## config.mk

```make
export PLATFORM = sky130hd
export DESIGN_NAME = gcode_line_parser
export DESIGN_NICKNAME = d
export VERILOG_FILES = /design/src/rtl/gclp_pkg.sv /design/src/rtl/gclp_core.sv /design/src/rtl/gclp_res_fifo.sv /design/src/rtl/gcode_line_parser.sv
export VERILOG_INCLUDE_DIRS = /design/src /design/src/rtl
export SDC_FILE = /design/constraint.sdc
export NUM_CORES = 1
export LEC_CHECK = 0
export BUFFER_PORTS_ARGS = -buffer_cell sky130_fd_sc_hd__clkbuf_2
export CORE_ASPECT_RATIO = 2
export CORE_MARGIN = 2
export CORE_UTILIZATION = 29
export CTS_BUF_LIST = sky130_fd_sc_hd__clkbuf_4
export CTS_CLUSTER_DIAMETER = 100
export CTS_CLUSTER_SIZE = 25
export DETAILED_ROUTE_END_ITERATION = 12
export PLACE_DENSITY = 0.44
export SYNTH_ARGS = -nofsm -noshare
export SYNTH_HDL_FRONTEND = slang
export SYNTH_HIERARCHICAL = 1
export SYNTH_SLANG_ARGS = --single-unit
```

## constraint.sdc

```tcl
create_clock -name clk_i -period 16.4 [get_ports clk_i]
set_input_delay 1.64 -clock clk_i [delete_from_list [all_inputs] [get_ports clk_i]]
set_output_delay 1.64 -clock clk_i [all_outputs]
set_load 0.1 [all_outputs]
```

## src/rtl/gcode_line_parser_macros.svh

```systemverilog
// Assertion macros shared by the G-code line parser modules.
// Depends on nothing; included by the files that carry assertions.
`ifndef GCODE_LINE_PARSER_MACROS_SVH
`define GCODE_LINE_PARSER_MACROS_SVH
`ifndef SYNTHESIS
`define GCLP_ASSERT(lbl, clk, rstn, prop, msg) \
  lbl: assert property (@(posedge clk) disable iff (!rstn) prop) else $error(msg);
`define GCLP_ASSERT_NEVER(lbl, clk, rstn, cond, msg) \
  lbl: assert property (@(posedge clk) disable iff (!rstn) !(cond)) else $error(msg);
`else
`define GCLP_ASSERT(lbl, clk, rstn, prop, msg)
`define GCLP_ASSERT_NEVER(lbl, clk, rstn, cond, msg)
`endif
`endif

```

## src/rtl/gclp_pkg.sv

```systemverilog
// Types, character codes and constants of the G-code line parser.
// Used by gclp_core, gclp_res_fifo and gcode_line_parser; depends on nothing.
package gclp_pkg;

  localparam int unsigned MaxWordChars = 32;
  localparam int unsigned CntW         = $clog2(MaxWordChars);
  localparam logic [CntW-1:0] CntLimit = CntW'(MaxWordChars - 1);

  localparam int unsigned FifoDepth = 4;
  localparam int unsigned FifoAw    = $clog2(FifoDepth);

  localparam logic [31:0] MagMax   = 32'h8000_0000;
  localparam logic [31:0] MaxPos   = 32'h7fff_ffff;
  localparam logic [31:0] ImagSat  = 32'd2147483000;
  localparam logic [21:0] IpartSat = 22'd2147483;

  localparam logic [7:0] CharNul   = 8'h00;
  localparam logic [7:0] CharLf    = 8'h0a;
  localparam logic [7:0] CharCr    = 8'h0d;
  localparam logic [7:0] CharSpace = 8'h20;
  localparam logic [7:0] CharStar  = 8'h2a;
  localparam logic [7:0] CharMinus = 8'h2d;
  localparam logic [7:0] CharPoint = 8'h2e;
  localparam logic [7:0] CharZero  = 8'h30;
  localparam logic [7:0] CharNine  = 8'h39;
  localparam logic [7:0] CharSemi  = 8'h3b;
  localparam logic [7:0] CharG     = 8'h47;
  localparam logic [7:0] CharM     = 8'h4d;
  localparam logic [7:0] CharN     = 8'h4e;
  localparam logic [7:0] CharP     = 8'h50;
  localparam logic [7:0] CharT     = 8'h54;

  typedef enum logic [6:0] {
    ST_TYPE   = 7'b0000001,
    ST_CODE   = 7'b0000010,
    ST_PTYPE  = 7'b0000100,
    ST_PARAM  = 7'b0001000,
    ST_LINE   = 7'b0010000,
    ST_SUM    = 7'b0100000,
    ST_IGNORE = 7'b1000000
  } parse_state_e;

  typedef enum logic [2:0] {
    KIND_LINE  = 3'd0,
    KIND_CODE  = 3'd1,
    KIND_PARAM = 3'd2,
    KIND_SUM   = 3'd3,
    KIND_EOL   = 3'd4,
    KIND_ERR   = 3'd5
  } res_kind_e;

  typedef enum logic [2:0] {
    ERR_NONE     = 3'd0,
    ERR_BAD_TYPE = 3'd1,
    ERR_EMPTY_CODE  = 3'd2,
    ERR_EMPTY_PARAM = 3'd3,
    ERR_OVERFLOW = 3'd4
  } err_code_e;

  typedef struct packed {
    res_kind_e   kind;
    logic [7:0]  letter;
    logic [31:0] value;
    err_code_e   err_code;
    logic [7:0]  xor_sum;
    logic        sum_found;
    logic        sum_match;
    logic        last;
  } result_t;

  typedef struct packed {
    logic [1:0] n;
    result_t    r0;
    result_t    r1;
  } push_t;

  function automatic logic [6:0] frac_scale(logic [1:0] fd);
    logic [6:0] s;
    case (fd)
      2'd0:    s = 7'd100;
      2'd1:    s = 7'd10;
      default: s = 7'd1;
    endcase
    return s;
  endfunction

  function automatic result_t mk_res(res_kind_e kind, logic [7:0] letter, logic [31:0] value,
                                     err_code_e err, logic [7:0] xs, logic found,
                                     logic match);
    result_t r;
    r.kind      = kind;
    r.letter    = letter;
    r.value     = value;
    r.err_code  = err;
    r.xor_sum   = xs;
    r.sum_found = found;
    r.sum_match = match;
    r.last      = 1'b0;
    return r;
  endfunction

endpackage

```

## src/rtl/gclp_core.sv

```systemverilog
// Parser state and per-character decode of the G-code line parser.
// Depends on gclp_pkg and gcode_line_parser_macros.svh.
`include "gcode_line_parser_macros.svh"
module gclp_core
  import gclp_pkg::*;
(
  input  logic       clk_i,
  input  logic       rst_ni,
  input  logic       accept_i,
  input  logic [7:0] char_i,
  output push_t      push_o
);

  parse_state_e    st_q, st_d;
  logic [31:0]     accum_q, accum_d;
  logic [31:0]     imag_q, imag_d;
  logic [21:0]     ipart_q, ipart_d;
  logic [1:0]      fd_q, fd_d;
  logic            pt_q, pt_d;
  logic            neg_q, neg_d;
  logic [CntW-1:0] cnt_q, cnt_d;
  logic [7:0]      cur_q, cur_d;
  logic [7:0]      xor_q, xor_d;
  logic            star_q, star_d;
  logic            err_q, err_d;

  logic            eol, star_act, is_digit;
  logic [3:0]      dig;
  logic [35:0]     m_int;
  logic [32:0]     m_frac;
  logic [31:0]     ac_accum, ac_imag;
  logic [21:0]     ac_ipart;
  logic [25:0]     ipart_x10;
  logic [1:0]      ac_fd;
  logic            ac_pt, ac_neg;
  res_kind_e       wk;
  logic            fin_ok, int_word, match;
  logic [31:0]     mag, wval;
  result_t         word_res, eol_res, r0, r1;
  logic [1:0]      n;
  logic            emit;

  assign eol      = (char_i == CharNul) || (char_i == CharLf) || (char_i == CharCr);
  assign star_act = (char_i == CharStar) && (st_q != ST_SUM) && (st_q != ST_IGNORE);
  assign is_digit = (char_i >= CharZero) && (char_i <= CharNine);
  assign dig      = 4'(char_i - CharZero);
  assign xor_d    = eol ? xor_q : ((!star_q && !star_act) ? (xor_q ^ char_i) : xor_q);
  assign match    = star_q && !err_q && !neg_q && (ipart_q == {14'd0, xor_q});

  // Value update for one character added to the pending word.
  always_comb begin
    m_int     = 36'({accum_q, 3'b000}) + 36'({accum_q, 1'b0}) + 36'(14'(dig) * 14'd1000);
    m_frac    = 33'(accum_q) + 33'(10'(dig) * 10'(frac_scale(fd_q)));
    ipart_x10 = 26'({ipart_q, 3'b000}) + 26'({ipart_q, 1'b0}) + 26'(dig);
    ac_accum  = accum_q;
    ac_imag   = imag_q;
    ac_ipart  = ipart_q;
    ac_fd     = fd_q;
    ac_pt     = pt_q;
    ac_neg    = neg_q;
    if (char_i == CharMinus && cnt_q == '0) begin
      ac_neg = 1'b1;
    end else if (char_i == CharPoint && !pt_q) begin
      ac_pt = 1'b1;
    end else if (is_digit) begin
      if (!pt_q) begin
        if (m_int > 36'(MagMax)) begin
          ac_accum = MagMax;
          ac_imag  = ImagSat;
          ac_ipart = IpartSat;
        end else begin
          ac_accum = m_int[31:0];
          ac_imag  = m_int[31:0];
          ac_ipart = ipart_x10[21:0];
        end
      end else if (fd_q != 2'd3) begin
        ac_accum = (m_frac > 33'(MagMax)) ? MagMax : m_frac[31:0];
        ac_fd    = fd_q + 2'd1;
      end
    end
  end

  // Result for the pending word of the current state.
  always_comb begin
    fin_ok = 1'b0;
    case (st_q)
      ST_CODE: begin
        wk     = KIND_CODE;
        fin_ok = cnt_q != '0;
      end
      ST_PARAM: begin
        wk     = KIND_PARAM;
        fin_ok = cnt_q != '0;
      end
      ST_LINE: begin
        wk     = KIND_LINE;
        fin_ok = cnt_q != '0;
      end
      ST_SUM: begin
        wk     = KIND_SUM;
        fin_ok = 1'b1;
      end
      default: wk = KIND_CODE;
    endcase
    int_word = (wk == KIND_LINE) || (wk == KIND_CODE) || (cur_q == CharT) || (cur_q == CharP);
    mag      = int_word ? imag_q : accum_q;
    if (wk == KIND_SUM) begin
      wval = neg_q ? (32'd0 - {10'd0, ipart_q}) : {10'd0, ipart_q};
    end else begin
      wval = neg_q ? (32'd0 - mag) : (mag[31] ? MaxPos : mag);
    end
    word_res = mk_res(wk, cur_q, wval, ERR_NONE, xor_d, star_q, 1'b0);
    eol_res  = mk_res(KIND_EOL, CharNul, 32'd0, ERR_NONE, xor_q, star_q, match);
  end

  always_comb begin
    st_d    = st_q;
    accum_d = accum_q;
    imag_d  = imag_q;
    ipart_d = ipart_q;
    fd_d    = fd_q;
    pt_d    = pt_q;
    neg_d   = neg_q;
    cnt_d   = cnt_q;
    cur_d   = cur_q;
    star_d  = star_q;
    err_d   = err_q;
    r0      = word_res;
    r1      = eol_res;
    n       = 2'd0;
    emit    = 1'b0;

    if (eol) begin
      if (st_q != ST_IGNORE && fin_ok) begin
        n = 2'd2;
      end else begin
        r0 = eol_res;
        n  = 2'd1;
      end
      st_d   = ST_TYPE;
      cur_d  = CharNul;
      star_d = 1'b0;
      err_d  = 1'b0;
      accum_d = '0;
      imag_d  = '0;
      ipart_d = '0;
      fd_d    = '0;
      pt_d    = 1'b0;
      neg_d   = 1'b0;
      cnt_d   = '0;
    end else if (star_act) begin
      n       = {1'b0, fin_ok};
      accum_d = '0;
      imag_d  = '0;
      ipart_d = '0;
      fd_d    = '0;
      pt_d    = 1'b0;
      neg_d   = 1'b0;
      cnt_d   = '0;
      star_d  = 1'b1;
      cur_d   = CharStar;
      st_d    = ST_SUM;
    end else if (char_i == CharSemi && st_q != ST_IGNORE) begin
      n    = {1'b0, fin_ok};
      emit = fin_ok;
      st_d = ST_IGNORE;
    end else begin
      case (st_q)
        ST_TYPE: begin
          if (char_i == CharSpace) begin
            st_d = ST_TYPE;
          end else if (char_i == CharN) begin
            cur_d = CharN;
            st_d  = ST_LINE;
          end else if (char_i == CharG || char_i == CharM) begin
            cur_d = char_i;
            st_d  = ST_CODE;
          end else begin
            r0    = mk_res(KIND_ERR, char_i, 32'd0, ERR_BAD_TYPE, xor_d, star_q, 1'b0);
            n     = 2'd1;
            err_d = 1'b1;
            st_d  = ST_IGNORE;
          end
        end
        ST_PTYPE: begin
          if (char_i != CharSpace) begin
            cur_d = char_i;
            st_d  = ST_PARAM;
          end
        end
        ST_CODE, ST_PARAM, ST_LINE, ST_SUM: begin
          if (char_i == CharSpace) begin
            if (fin_ok || st_q == ST_LINE) begin
              n    = 2'd1;
              emit = 1'b1;
              st_d = (st_q == ST_LINE) ? ST_TYPE : ((st_q == ST_SUM) ? ST_IGNORE : ST_PTYPE);
            end else begin
              r0    = mk_res(KIND_ERR, char_i, 32'd0,
                             (st_q == ST_CODE) ? ERR_EMPTY_CODE : ERR_EMPTY_PARAM,
                             xor_d, star_q, 1'b0);
              n     = 2'd1;
              err_d = 1'b1;
              st_d  = ST_IGNORE;
            end
          end else if (cnt_q >= CntLimit) begin
            r0    = mk_res(KIND_ERR, char_i, 32'd0, ERR_OVERFLOW, xor_d, star_q, 1'b0);
            n     = 2'd1;
            err_d = 1'b1;
            st_d  = ST_IGNORE;
          end else begin
            accum_d = ac_accum;
            imag_d  = ac_imag;
            ipart_d = ac_ipart;
            fd_d    = ac_fd;
            pt_d    = ac_pt;
            neg_d   = ac_neg;
            cnt_d   = cnt_q + CntW'(1);
          end
        end
        default: st_d = st_q;
      endcase
    end

    // The checksum keeps its value and sign for the end-of-line compare.
    if (emit) begin
      cnt_d = '0;
      if (st_q != ST_SUM) begin
        accum_d = '0;
        imag_d  = '0;
        ipart_d = '0;
        fd_d    = '0;
        pt_d    = 1'b0;
        neg_d   = 1'b0;
      end
    end

    if (n == 2'd2) begin
      r1.last = 1'b1;
    end else begin
      r0.last = 1'b1;
    end
  end

  always_ff @(posedge clk_i or negedge rst_ni) begin
    if (!rst_ni) begin
      st_q    <= ST_TYPE;
      accum_q <= '0;
      imag_q  <= '0;
      ipart_q <= '0;
      fd_q    <= '0;
      pt_q    <= 1'b0;
      neg_q   <= 1'b0;
      cnt_q   <= '0;
      cur_q   <= '0;
      xor_q   <= '0;
      star_q  <= 1'b0;
      err_q   <= 1'b0;
    end else if (accept_i) begin
      st_q    <= st_d;
      accum_q <= accum_d;
      imag_q  <= imag_d;
      ipart_q <= ipart_d;
      fd_q    <= fd_d;
      pt_q    <= pt_d;
      neg_q   <= neg_d;
      cnt_q   <= cnt_d;
      cur_q   <= cur_d;
      xor_q   <= eol ? 8'd0 : xor_d;
      star_q  <= star_d;
      err_q   <= err_d;
    end
  end

  assign push_o.n  = accept_i ? n : 2'd0;
  assign push_o.r0 = r0;
  assign push_o.r1 = r1;

  `GCLP_ASSERT(a_star_state, clk_i, rst_ni, star_q |-> (st_q == ST_SUM || st_q == ST_IGNORE), "checksum seen outside checksum or ignore state")
  `GCLP_ASSERT(a_err_state, clk_i, rst_ni, err_q |-> (st_q == ST_IGNORE), "error latched but line not ignored")
  `GCLP_ASSERT(a_two_eol, clk_i, rst_ni, (push_o.n == 2'd2) |-> (push_o.r1.kind == KIND_EOL), "second result of a character is not end of line")

endmodule

```

## src/rtl/gclp_res_fifo.sv

```systemverilog
// Four-entry result queue of the G-code line parser, two writes and one read per cycle.
// Depends on gclp_pkg and gcode_line_parser_macros.svh.
`include "gcode_line_parser_macros.svh"
module gclp_res_fifo
  import gclp_pkg::*;
(
  input  logic    clk_i,
  input  logic    rst_ni,
  input  push_t   push_i,
  output logic    room_o,
  output logic    out_valid_o,
  input  logic    out_ready_i,
  output result_t out_o
);

  result_t           mem_q [FifoDepth];
  logic [FifoAw-1:0] wp_q, wp_d, rp_q, rp_d;
  logic [FifoAw:0]   cnt_q, cnt_d;
  logic              pop;

  assign out_valid_o = cnt_q != '0;
  assign out_o       = mem_q[rp_q];
  assign room_o      = cnt_q <= (FifoAw + 1)'(FifoDepth - 2);
  assign pop         = out_valid_o && out_ready_i;

  always_comb begin
    wp_d  = wp_q + FifoAw'(push_i.n);
    rp_d  = rp_q + FifoAw'(pop);
    cnt_d = cnt_q + (FifoAw + 1)'(push_i.n) - (FifoAw + 1)'(pop);
  end

  always_ff @(posedge clk_i) begin
    if (push_i.n != 2'd0) begin
      mem_q[wp_q] <= push_i.r0;
    end
    if (push_i.n == 2'd2) begin
      mem_q[wp_q + FifoAw'(1)] <= push_i.r1;
    end
  end

  always_ff @(posedge clk_i or negedge rst_ni) begin
    if (!rst_ni) begin
      wp_q  <= '0;
      rp_q  <= '0;
      cnt_q <= '0;
    end else begin
      wp_q  <= wp_d;
      rp_q  <= rp_d;
      cnt_q <= cnt_d;
    end
  end

  `GCLP_ASSERT_NEVER(a_cnt_range, clk_i, rst_ni, cnt_q > (FifoAw + 1)'(FifoDepth), "result queue count out of range")
  `GCLP_ASSERT(a_push_room, clk_i, rst_ni, (push_i.n != 2'd0) |-> room_o, "results pushed without room")
  `GCLP_ASSERT(a_push_shows, clk_i, rst_ni, (cnt_q == '0 && push_i.n != 2'd0) |=> out_valid_o, "pushed result not presented")

endmodule

```

## src/rtl/gcode_line_parser.sv

```systemverilog
// G-code line parser with XOR checksum: top level.
// Instantiates gclp_core and gclp_res_fifo; depends on gclp_pkg.
//
// One character is taken per cycle whenever the four-entry result queue has room for two
// results, so a line streams in at one character a cycle. Each character yields zero, one or
// two results (two only at end of line with a word pending), queued as the character is taken;
// the queue drains one result per cycle while the output is ready, which sets the sustained
// rate when most characters finish a word. Values are signed thousandths that saturate; after
// an error the rest of the line is ignored until an end-of-line character clears all state.
module gcode_line_parser
  import gclp_pkg::*;
(
  input  logic        clk_i,
  input  logic        rst_ni,
  input  logic        in_valid_i,
  output logic        in_ready_o,
  input  logic [7:0]  char_in_i,
  output logic        out_valid_o,
  input  logic        out_ready_i,
  output logic [2:0]  kind_o,
  output logic [7:0]  letter_o,
  output logic signed [31:0] value_o,
  output logic [2:0]  err_code_o,
  output logic [7:0]  xor_sum_o,
  output logic        sum_found_o,
  output logic        sum_match_o,
  output logic        last_o
);

  push_t   push;
  result_t res;
  logic    accept;

  assign accept = in_valid_i && in_ready_o;

  gclp_core u_core (
    .clk_i    (clk_i),
    .rst_ni   (rst_ni),
    .accept_i (accept),
    .char_i   (char_in_i),
    .push_o   (push)
  );

  gclp_res_fifo u_fifo (
    .clk_i       (clk_i),
    .rst_ni      (rst_ni),
    .push_i      (push),
    .room_o      (in_ready_o),
    .out_valid_o (out_valid_o),
    .out_ready_i (out_ready_i),
    .out_o       (res)
  );

  assign kind_o      = res.kind;
  assign letter_o    = res.letter;
  assign value_o     = res.value;
  assign err_code_o  = res.err_code;
  assign xor_sum_o   = res.xor_sum;
  assign sum_found_o = res.sum_found;
  assign sum_match_o = res.sum_match;
  assign last_o      = res.last;

endmodule
```

# Word level (Yosys, flattened, before mapping)
# Memories as Yosys holds them, arrays and structs flattened.
# Index checks and enable logic that the tools add are counted.
# Widths: inputs -> output; s select.
[word_totals] ram_bits=228 out_inout_bits=59 register_bits=127 inputBits=12 elab_cells=287 latch_bits=0 memories=1 mem_bits_ro=0
[classes] n_eq_ne=44 multipliers=2 order_cmp=6 addsub=15 n_div=0 shift=0 n_reduce_logical=44 mux=159 bitwise=1
[memory_table] name="u_fifo.mem_q" words=4 width=57 rd=1 rd_clocked_by_memory_dff=0 wr=2 line="gclp_res_fifo.sv:16" rtl="result_t mem_q [FifoDepth];"
[ops] op="$mux 32" n=32
[ops] op="$mux 57" n=10
[ops] op="$mux 22" n=13
[ops] op="$pmux 57 s2" n=1
[ops] op="$mux 7" n=12
[ops] op="$mux 8" n=10
[ops] op="$mux 1" n=45
[ops] op="$mux 2" n=21
[ops] op="$eq 8x6->1 const B" n=5
[ops] op="$eq 8x7->1 const B" n=5
[ops] op="$add 35x33->36" n=1
[ops] op="$add 36x14->36" n=1
[ops] op="$gt 36x32->1 const B" n=1
[ops] op="$mux 5" n=7
[ops] op="$add 32x11->33" n=1
[ops] op="$gt 33x32->1 const B" n=1
[ops] op="$sub 1x32->32 const A" n=1
[ops] op="$mux 31" n=1
[ops] op="$sub 1x22->23 const A" n=1
[ops] op="$add 22x22->22" n=1
[ops] op="$add 22x4->22" n=1
[ops] op="$eq 22x8->1" n=1
[ops] op="$pmux 7 s3" n=1
[ops] op="$ne 4x1->1 const B" n=5
[ops] op="58 further kinds" n=93

# Depth between registers and ports, before layout
# Gate-level depths: netlist of run 1.
[logic_depth] word_depth=19 depth_mapped=27 mapped_depth_nobuf=25

# Cells and area by module
# Netlist of run 1, hierarchy kept.
[by_module_without_submodules] mod="gclp_core" area_each_um2=14582.7 cells_per_inst=1863 instances=1 seq_area_each_um2=3004.1
[by_module_without_submodules] mod="gclp_res_fifo" area_each_um2=11617.4 cells_per_inst=592 instances=1 seq_area_each_um2=7021.7
[by_module_without_submodules] mod="gcode_line_parser" area_each_um2=6.3 cells_per_inst=1 instances=1 seq_area_each_um2=0.0

# Worst setup path before layout of run 1
# No wires, ideal clock.
[synth_timing] path_kind="in2reg" start="input port char_in_i[3]" end="memory u_fifo/mem_q[0][0] (netlist name) (enable)" n_path_buf=1 arrival_ns=7.777 stages=13 t_required_ns=15.849 setup_time_ns=0.551 slack_ns=8.072 path_cell_list="clkbuf_1 > inv_1 > ha_1 > mux2_2 > nand2_1 > a21oi_1 > nor2_1 > nand4_1 > a21oi_1 > o21ai_0 > a21oi_1 > o21bai_1 > o21ai_0"
[synth_lines] item="start, declared" line="gcode_line_parser.sv:17" rtl="input logic [7:0] char_in_i,"
[synth_lines] item="end, declared" line="gclp_res_fifo.sv:16"

# Worst setup path in the final report of run 1
[layout_timing] start="input port char_in_i[2]" end="register u_core.ipart_q[9]"
[layout_between] elab_chain_len=17 word_cells_on_any_way=41 cone_classes="add/sub: 3; mul: 1; order compare: 3; eq/ne: 7; mux: 18; reduce/logical: 9"
[layout_lines] item="$sub 4x1->4" line="gclp_core.sv:46" rtl="assign dig = 4'(char_i - CharZero);"
[layout_lines] item="$mul 4x7->11" line="gclp_core.sv:52" rtl="m_int = 36'({accum_q, 3'b000}) + 36'({accum_q, 1'b0}) + 36'(14'(dig) * 14'd1000);"
[layout_lines] item="$add 36x14->36" line="gclp_core.sv:52"
[layout_lines] item="$gt 36x32->1" line="gclp_core.sv:67" rtl="if (m_int > 36'(MagMax)) begin"
[layout_lines] item="$mux 22" line="gclp_core.sv:67"
[layout_lines] item="$mux 22" line="gclp_core.sv:66" rtl="if (!pt_q) begin"
[layout_lines] item="$mux 22" line="gclp_core.sv:65" rtl="end else if (is_digit) begin"
[layout_lines] item="$mux 22" line="gclp_core.sv:63" rtl="end else if (char_i == CharPoint && !pt_q) begin"
[layout_lines] item="$mux 22" line="gclp_core.sv:61" rtl="if (char_i == CharMinus && cnt_q == '0) begin"
[layout_lines] item="$mux 22" line="gclp_core.sv:205" rtl="end else if (cnt_q >= CntLimit) begin"
[layout_lines] item="$mux 22" line="gclp_core.sv:192" rtl="if (char_i == CharSpace) begin"
[layout_lines] item="$mux 22" line="gclp_core.sv:168" rtl="case (st_q)"
[layout_lines] item="$mux 22" line="gclp_core.sv:163" rtl="end else if (char_i == CharSemi && st_q != ST_IGNORE) begin"
[layout_lines] item="$mux 22" line="gclp_core.sv:151" rtl="end else if (star_act) begin"
[layout_lines] item="$mux 22" line="gclp_core.sv:133" rtl="if (eol) begin"
[layout_lines] item="$mux 22" line="gclp_core.sv:227" rtl="if (st_q != ST_SUM) begin"
[layout_lines] item="$mux 22 *" line="gclp_core.sv:225" rtl="if (emit) begin"
[layout_lines] item="end signal, assigned" line="gclp_core.sv:262" rtl="ipart_q <= ipart_d;"
[layout_lines] item="end, declared" line="gclp_core.sv:17" rtl="logic [21:0] ipart_q, ipart_d;"
# Mark *: on every way between the ends. The rest lies on a longest branch, timed or not.
# A chain may end at the register's enable or synchronous reset.

==> flow_summary.json, run 1 <==
{
  "viasPerCell": 5.28,
  "worst_pin_slew_ns": 1.27,
  "grt_pass1_wl_mm": 128,
  "die_y_um": 429,
  "antenna_found_initial": 3,
  "worstPathArrival_ns": 9.29,
  "rr_startpoint": "u_core/fd_q[1]",
  "cts_resized": 0,
  "first_global_vias": 19500,
  "crit_end": "u_core/ipart_q[9]",
  "cts_made_buffers": 19,
  "drc": 0,
  "synth_edf_count": 228,
  "yosysTopAreaCell": "edfxtp_1",
  "gp_congestion": 0.876,
  "syn_area_um2": 26200,
  "synth_cell_type_count": 104,
  "skew_ns": 0.0795,
  "synth_top_flop_cell": "edfxtp_1",
  "final_cell_area_um2": 27800,
  "fin_crit_ns": 8.52,
  "die_w_um": 217,
  "drive_above_1_share_pct": 18.2,
  "wl_per_cell_um": 23.3,
  "synth.area.top_cells": "edfxtp_1, dfrtp_1, mux2_2",
  "ant_nets": 0,
  "area_growth_pct": 6.04,
  "initial_utilization_pct": 29.1,
  "ys_seq_area_share_pct": 38.3,
  "final_common_cell": "edfxtp_1",
  "p_sw_share_pct": 48.5,
  "port_buffers": 70,
  "syn_avg_cell_area_um2": 10.7,
  "routed_wirelength_mm": 84.9,
  "fin_crit_sh_pct": 52.0,
  "hpwl_mm": 60.8,
  "intPower_w": 0.00144,
  "clock_path_buffers": 3,
  "drt-initial-drc-count": 1374,
  "seqPwrFrac_pct": 38.6,
  "numClockSinks": 355,
  "rsz0062_at_grt": "no",
  "vias": 19300,
  "grt_overflow": 0,
  "hold_viol": 0,
  "fillers": 9331,
  "powerDensity_nw_per_um2": 101,
  "cp-start-kind": "input pin",
  "rows": 156,
  "p_sw_w": 0.00136,
  "mostFrequentLayoutCells": "edfxtp_1, nand2_1, mux2_2, a21oi_1",
  "io_pins": 71,
  "clkTransAtPathRegs_ns": 0.26,
  "end_kind": "flip-flop",
  "fp.coreArea_um2": 90000,
  "dieArea_um2": 92900,
  "startpoint": "char_in_i[2]",
  "comb_power_share_pct": 47.1,
  "peakVddDrop_mv": 0.147,
  "crit_fanout": 37,
  "track_usage_pct": 18.0,
  "synth_top_area_share_pct": 26.1,
  "leakagePower_nw": 11.4,
  "required_ns": 17.17,
  "cts_setup_buffers": 0,
  "finalMaxSlewViolations": 0,
  "min_from": "u_core/imag_q[16]",
  "rr_worst_depth": 20,
  "max_cap_viol_count": 0,
  "yosysWarnings": 6,
  "postCtsHoldBufs": 0,
  "syn_inst": 2456,
  "nets": 2637,
  "status": "complete, no violations",
  "rr_endpoint": "u_core/accum_q[5]",
  "worstSetupPathType": "input pin to flip-flop",
  "fmax_mhz": 117,
  "grt_max_degree": 79,
  "pwr-share-clk_pct": 14.3,
  "worstHoldPathType": "flip-flop to flip-flop",
  "cts_root_buffer": "clkbuf_4",
  "cts_tree": "built",
  "synthArstFlopShare_pct": 35.8,
  "synth-seq-cells": 355,
  "drtPass1Iterations": 5,
  "slew-limit-headroom_pct": 15.0,
  "r2r_slack_ns": 9.62,
  "clock_latency_ns": 0.88,
  "htreeDepth": 1,
  "finalSetupViolations": 0,
  "tns_ns": 0,
  "postPlaceCellArea_um2": 27500
}
worst max-delay path, cell delays in order:
cell,delay (ns)
clkbuf_2,0.29
fa_1,0.70
inv_1,0.09
fa_1,0.51
inv_1,0.04
ha_1,0.33
a21o_1,0.20
a21oi_1,0.22
inv_1,0.07
a21oi_1,0.15
o21ai_0,0.11
xor2_1,0.27
fa_1,0.46
ha_1,0.39
a21oi_1,0.25
o21bai_1,0.10
a22oi_1,0.40
o221ai_1,0.25
xnor2_1,0.29
nand4_1,0.14
nor4_1,0.34
nand4_1,0.21
o31ai_1,0.32
o211a_1,0.34
buf_4,0.48
nand2_1,0.33
o31ai_1,0.32
kinds of logic after synthesis:
| group | share of synthesized area [%] |
|---|---|
| compound gates | 13.7 |
| simple gates | 11.8 |
| fa+ha+maj | 9.34 |
| other cells | 0.0287 |
| buf+inv | 5.69 |
| flops | 38.3 |
| xor+xnor | 4.41 |
| mux | 16.7 |
flip-flops by register name, summed over array words and instances, names as in the netlist:
register and count:
u_fifo/mem_q 228, u_core/star_q 1, u_core/neg_q 1, u_core/ipart_q 22, u_core/st_q 7, u_core/xor_q 8, u_core/accum_q 32, u_fifo/rp_q 2
u_core/err_q 1, u_fifo/cnt_q 3, u_core/pt_q 1, u_core/imag_q 32, u_core/cur_q 8, u_fifo/wp_q 2, u_core/fd_q 2, u_core/cnt_q 5
cells in the mapped netlist (49+ instances only):
| master | n |
|---|---|
| xnor2_1 | 79 |
| inv_1 | 119 |
| nand2_1 | 201 |
| dfrtp_1 | 126 |
| mux4_2 | 58 |
| a21oi_1 | 142 |
| mux2_2 | 154 |
| o21ai_0 | 139 |
| clkbuf_1 | 65 |
| edfxtp_1 | 228 |
| ha_1 | 138 |
| mux2_4 | 49 |
| nor3_1 | 53 |
| nand3_1 | 49 |
| buf_4 | 58 |
| nor2_1 | 136 |
| xor2_1 | 53 |
per-stage QoR:
| stage | setup slack [ns] | power [W] | hold slack, ns | std cells | utilization, % |
|---|---|---|---|---|---|
| floorplan | 8.07 | 0.00214 | 0.449 | 2500 | - |
| global placement | 7.32 | 0.00243 | 0.460 | 3615 | 30.6 |
| detailed placement | 7.12 | 0.00243 | 0.465 | 3615 | 30.6 |
| CTS | 8.09 | 0.00284 | 0.519 | 3649 | 30.9 |
| global route | 7.41 | 0.00293 | 0.544 | 3650 | 30.9 |
| finish | 7.88 | 0.00280 | 0.517 | 3650 | 30.9 |
power by group through the flow:
stage	Clock [W]	Combinational, W	Sequential [W]
3_5_place_dp	0	0.00133	0.00110
6_report	0.000399	0.00132	0.00108
5_1_grt	0.000443	0.00139	0.00109
3_3_place_gp	0	0.00133	0.00110
4_1_cts	0.000420	0.00133	0.00108
2_1_floorplan	0	0.00109	0.00105
routing by layer:
layer	routed length (um)	vias to the layer above	GRT usage, %
met1	36900	9726	23.5
met3	2930	98	1.44
met5	27	-	0
met4	2110	4	4.23
met2	43000	435	32.1
li1	-	9007	-
cell type report:
| cell class | instances | area (um2) | area share (%) |
|---|---|---|---|
| diodes | 1 | 2.50 | 0.00900 |
| clock buffers | 28 | 210 | 0.756 |
| clock inverters | 6 | 55.1 | 0.198 |
| inverters | 120 | 450 | 1.62 |
| multi-input cells | 1847 | 14900 | 53.7 |
| flip-flops and latches | 355 | 10000 | 36.1 |
| well taps | 1185 | 1480 | 5.34 |
| repair buffers | 108 | 642 | 2.31 |
worst min-delay path by stage:
stage	end	slack, ns	cells past startpoint
global route	u_core/imag_q[25]	0.54	1
global placement	u_core/imag_q[16]	0.46	1
floorplan	u_core/imag_q[22]	0.45	1
CTS	u_core/imag_q[16]	0.52	1
finish	u_core/imag_q[16]	0.52	1
detailed placement	u_core/imag_q[16]	0.47	1
(Power assumes the default switching activity.)
==> inputs of run 2 (changes only) <==
--- a/config.mk
+++ b/config.mk
@@ -14,7 +14,7 @@
 export CTS_CLUSTER_DIAMETER = 100
 export CTS_CLUSTER_SIZE = 25
 export DETAILED_ROUTE_END_ITERATION = 12
-export PLACE_DENSITY = 0.44
+export PLACE_DENSITY = 0.46
 export SYNTH_ARGS = -nofsm -noshare
 export SYNTH_HDL_FRONTEND = slang
 export SYNTH_HIERARCHICAL = 1
==> constraint.sdc (replaced) <==
create_clock -name clk_i -period 7 [get_ports clk_i]
set_input_delay 0.7 -clock clk_i [delete_from_list [all_inputs] [get_ports clk_i]]
set_output_delay 0.7 -clock clk_i [all_outputs]
set_load 0.1 [all_outputs]
==> run 2 against run 1 <==
  * Critical path depth is 1 higher
  * Sequential share of layout area down 0.71 points
  * Design area increased by 2.0%
  * Sequential power grew 140%
  * Clock skew is 0.0094 ns higher
  * Worst hold slack worse by 0.40 ns
  * Sequential cell count unchanged
  * Via count up 0.47%
  * Global-route usage shrank 0.65 points
  * Highest routed layer unchanged
==> flow_summary.json, run 2 (synthesis results as in run 1) <==
{
  "dpl_worst_slack_ns": -0.135,
  "powerDensity_nw_per_um2": 232,
  "fmax_mhz": 157,
  "area_growth_pct": 8.17,
  "nets": 2697,
  "routed_wirelength_mm": 81.8,
  "clkTransAtPathRegs_ns": 0.25,
  "dieArea_um2": 92900,
  "skew_ns": 0.0889,
  "port_buffers": 70,
  "leakagePower_nw": 11.7,
  "htreeDepth": 1,
  "hold_viol": 0,
  "postLayoutCoreUtil_pct": 31.5,
  "track_usage_pct": 17.4,
  "status": "complete, no violations",
  "grt_overflow": 0,
  "r2r_slack_ns": 0.93,
  "rr_startpoint": "u_core/fd_q[0]",
  "fin_crit_sh_pct": 90.8,
  "finalMaxSlewViolations": 0,
  "vias": 19400,
  "min_from": "out_ready_i",
  "slew-limit-headroom_pct": 20.6,
  "io_pins": 71,
  "ant_nets": 0,
  "peakVddDrop_mv": 0.472,
  "cp_common_cell": "a21oi_1",
  "largest_registers": "u_fifo/mem_q x228, u_core/accum_q x32, u_core/imag_q x32",
  "die_w_um": 217,
  "clock_path_buffers": 3,
  "viasPerCell": 5.22,
  "largest_reg_flops": 228,
  "mostFrequentLayoutCells": "edfxtp_1, nand2_1, mux2_2, a21oi_1",
  "drtPass1Iterations": 5,
  "die_y_um": 429,
  "grt_max_degree": 83,
  "hpwl_mm": 59.8,
  "cts_setup_buffers": 0,
  "drt-initial-drc-count": 1302,
  "min_path_cells": 3,
  "cp-start-kind": "input pin",
  "worstPathArrival_ns": 7.03,
  "numClockSinks": 355,
  "rr_worst_depth": 19,
  "setup_ws_ns": 0.643,
  "fin_crit_ns": 6.36,
  "worst_pin_slew_ns": 1.19,
  "rr_endpoint": "u_core/accum_q[6]",
  "slowest_stage": "fa_1",
  "final_common_cell": "edfxtp_1",
  "antenna_found_initial": 2,
  "rsz0062_at_grt": "no",
  "worstSetupPathType": "input pin to flip-flop",
  "cts_root_buffer": "clkbuf_4",
  "fp.coreArea_um2": 90000,
  "max_cap_viol_count": 0,
  "clock_latency_ns": 0.84,
  "crit_fanout": 11,
  "drive_above_1_share_pct": 20.1,
  "worstHoldPathType": "input pin to flip-flop",
  "cpPeakStageDelay_ns": 0.57,
  "gp_congestion": 0.895,
  "cts_made_buffers": 19,
  "crit_family": "adder cells",
  "drc": 0,
  "rows": 156,
  "hold_end": "u_fifo/rp_q[0]",
  "wl_per_cell_um": 22.0,
  "top_register": "u_fifo/mem_q",
  "end_kind": "flip-flop",
  "initial_utilization_pct": 29.1,
  "fillers": 9314,
  "required_ns": 7.67,
  "cts_tree": "built",
  "first_global_vias": 19200,
  "finalSetupViolations": 0,
  "grt_pass1_wl_mm": 124,
  "cp_num_buf_inv": 5
}
[run 2: changes by cell type in the layout (fill, tap and decap cells not counted), sizes merged]
cell and change:
buf +59, clkbuf +1, clkinv -1, clkinvlp +1, diode +1, dlygate4sd3 +1
inv -1
[run 2: how the worst max path moves through the flow]
stage / startpoint / to / slack, ns / cells after the start
final: char_in_i[1] / u_core/accum_q[27] / 0.64 / 28
after floorplan: u_fifo/cnt_q[0] / u_fifo/mem_q[2][0] / 0.41 / 8
after global routing: char_in_i[1] / u_core/accum_q[5] / 0.23 / 28
after CTS: char_in_i[1] / u_core/accum_q[27] / 0.73 / 28
after detailed placement: char_in_i[1] / u_core/accum_q[17] / -0.14 / 28
after global placement: char_in_i[1] / u_core/accum_q[21] / -0.09 / 28
[run 2: per-layer routing]
metal | track usage (%) | routed length, um
met3 | 1.36 | 2540
met4 | 4.12 | 1920
met1 | 22.9 | 35900
met2 | 30.7 | 41400
met5 | 0 | 35
[run 2: repair_timing]
item                      CTS  global route
hold endpoints to repair   80             0
hold buffers                1             0
resized for setup           0             0
[run 2: cell type report]
class / count / area [um2] / share of cell area, %
multi-input combinational: 1847 / 14900 / 52.6
sequential: 355 / 10000 / 35.4
tap: 1185 / 1480 / 5.23
timing repair buffer: 168 / 1190 / 4.22
inverter: 120 / 450 / 1.59
clock buffer: 29 / 218 / 0.768
clock inverter: 5 / 56.3 / 0.199
antenna: 2 / 5.00 / 0.0177
[run 2: where the power goes]
| part | internal [W] | switching (W) |
|---|---|---|
| sequential | 0.00235 | 0.000196 |
| combinational | 0.000871 | 0.00224 |
| clock | 0.000204 | 0.000704 |
| total | 0.00342 | 0.00314 |
[run 2: worst min-delay path, delay by kind of cell]
family	cells	cell delay, ns
AO/OA/AOI/OAI	1	0.08
buffers and inverters	1	0.11
XOR/XNOR	1	0.06
[run 2: through the flow]
step                      total power [W]  setup TNS, ns  hold slack, ns  instances  instance area [um2]
after floorplan                   0.00501              0           0.404       2500                26400
after global placement            0.00572          -1.37           0.459       3674                28100
after detailed placement          0.00573          -2.16           0.471       3674                28100
after CTS                         0.00665              0          0.0460       3709                28300
after global routing              0.00686              0          0.0726       3710                28300
final                             0.00657              0           0.116       3711                28300
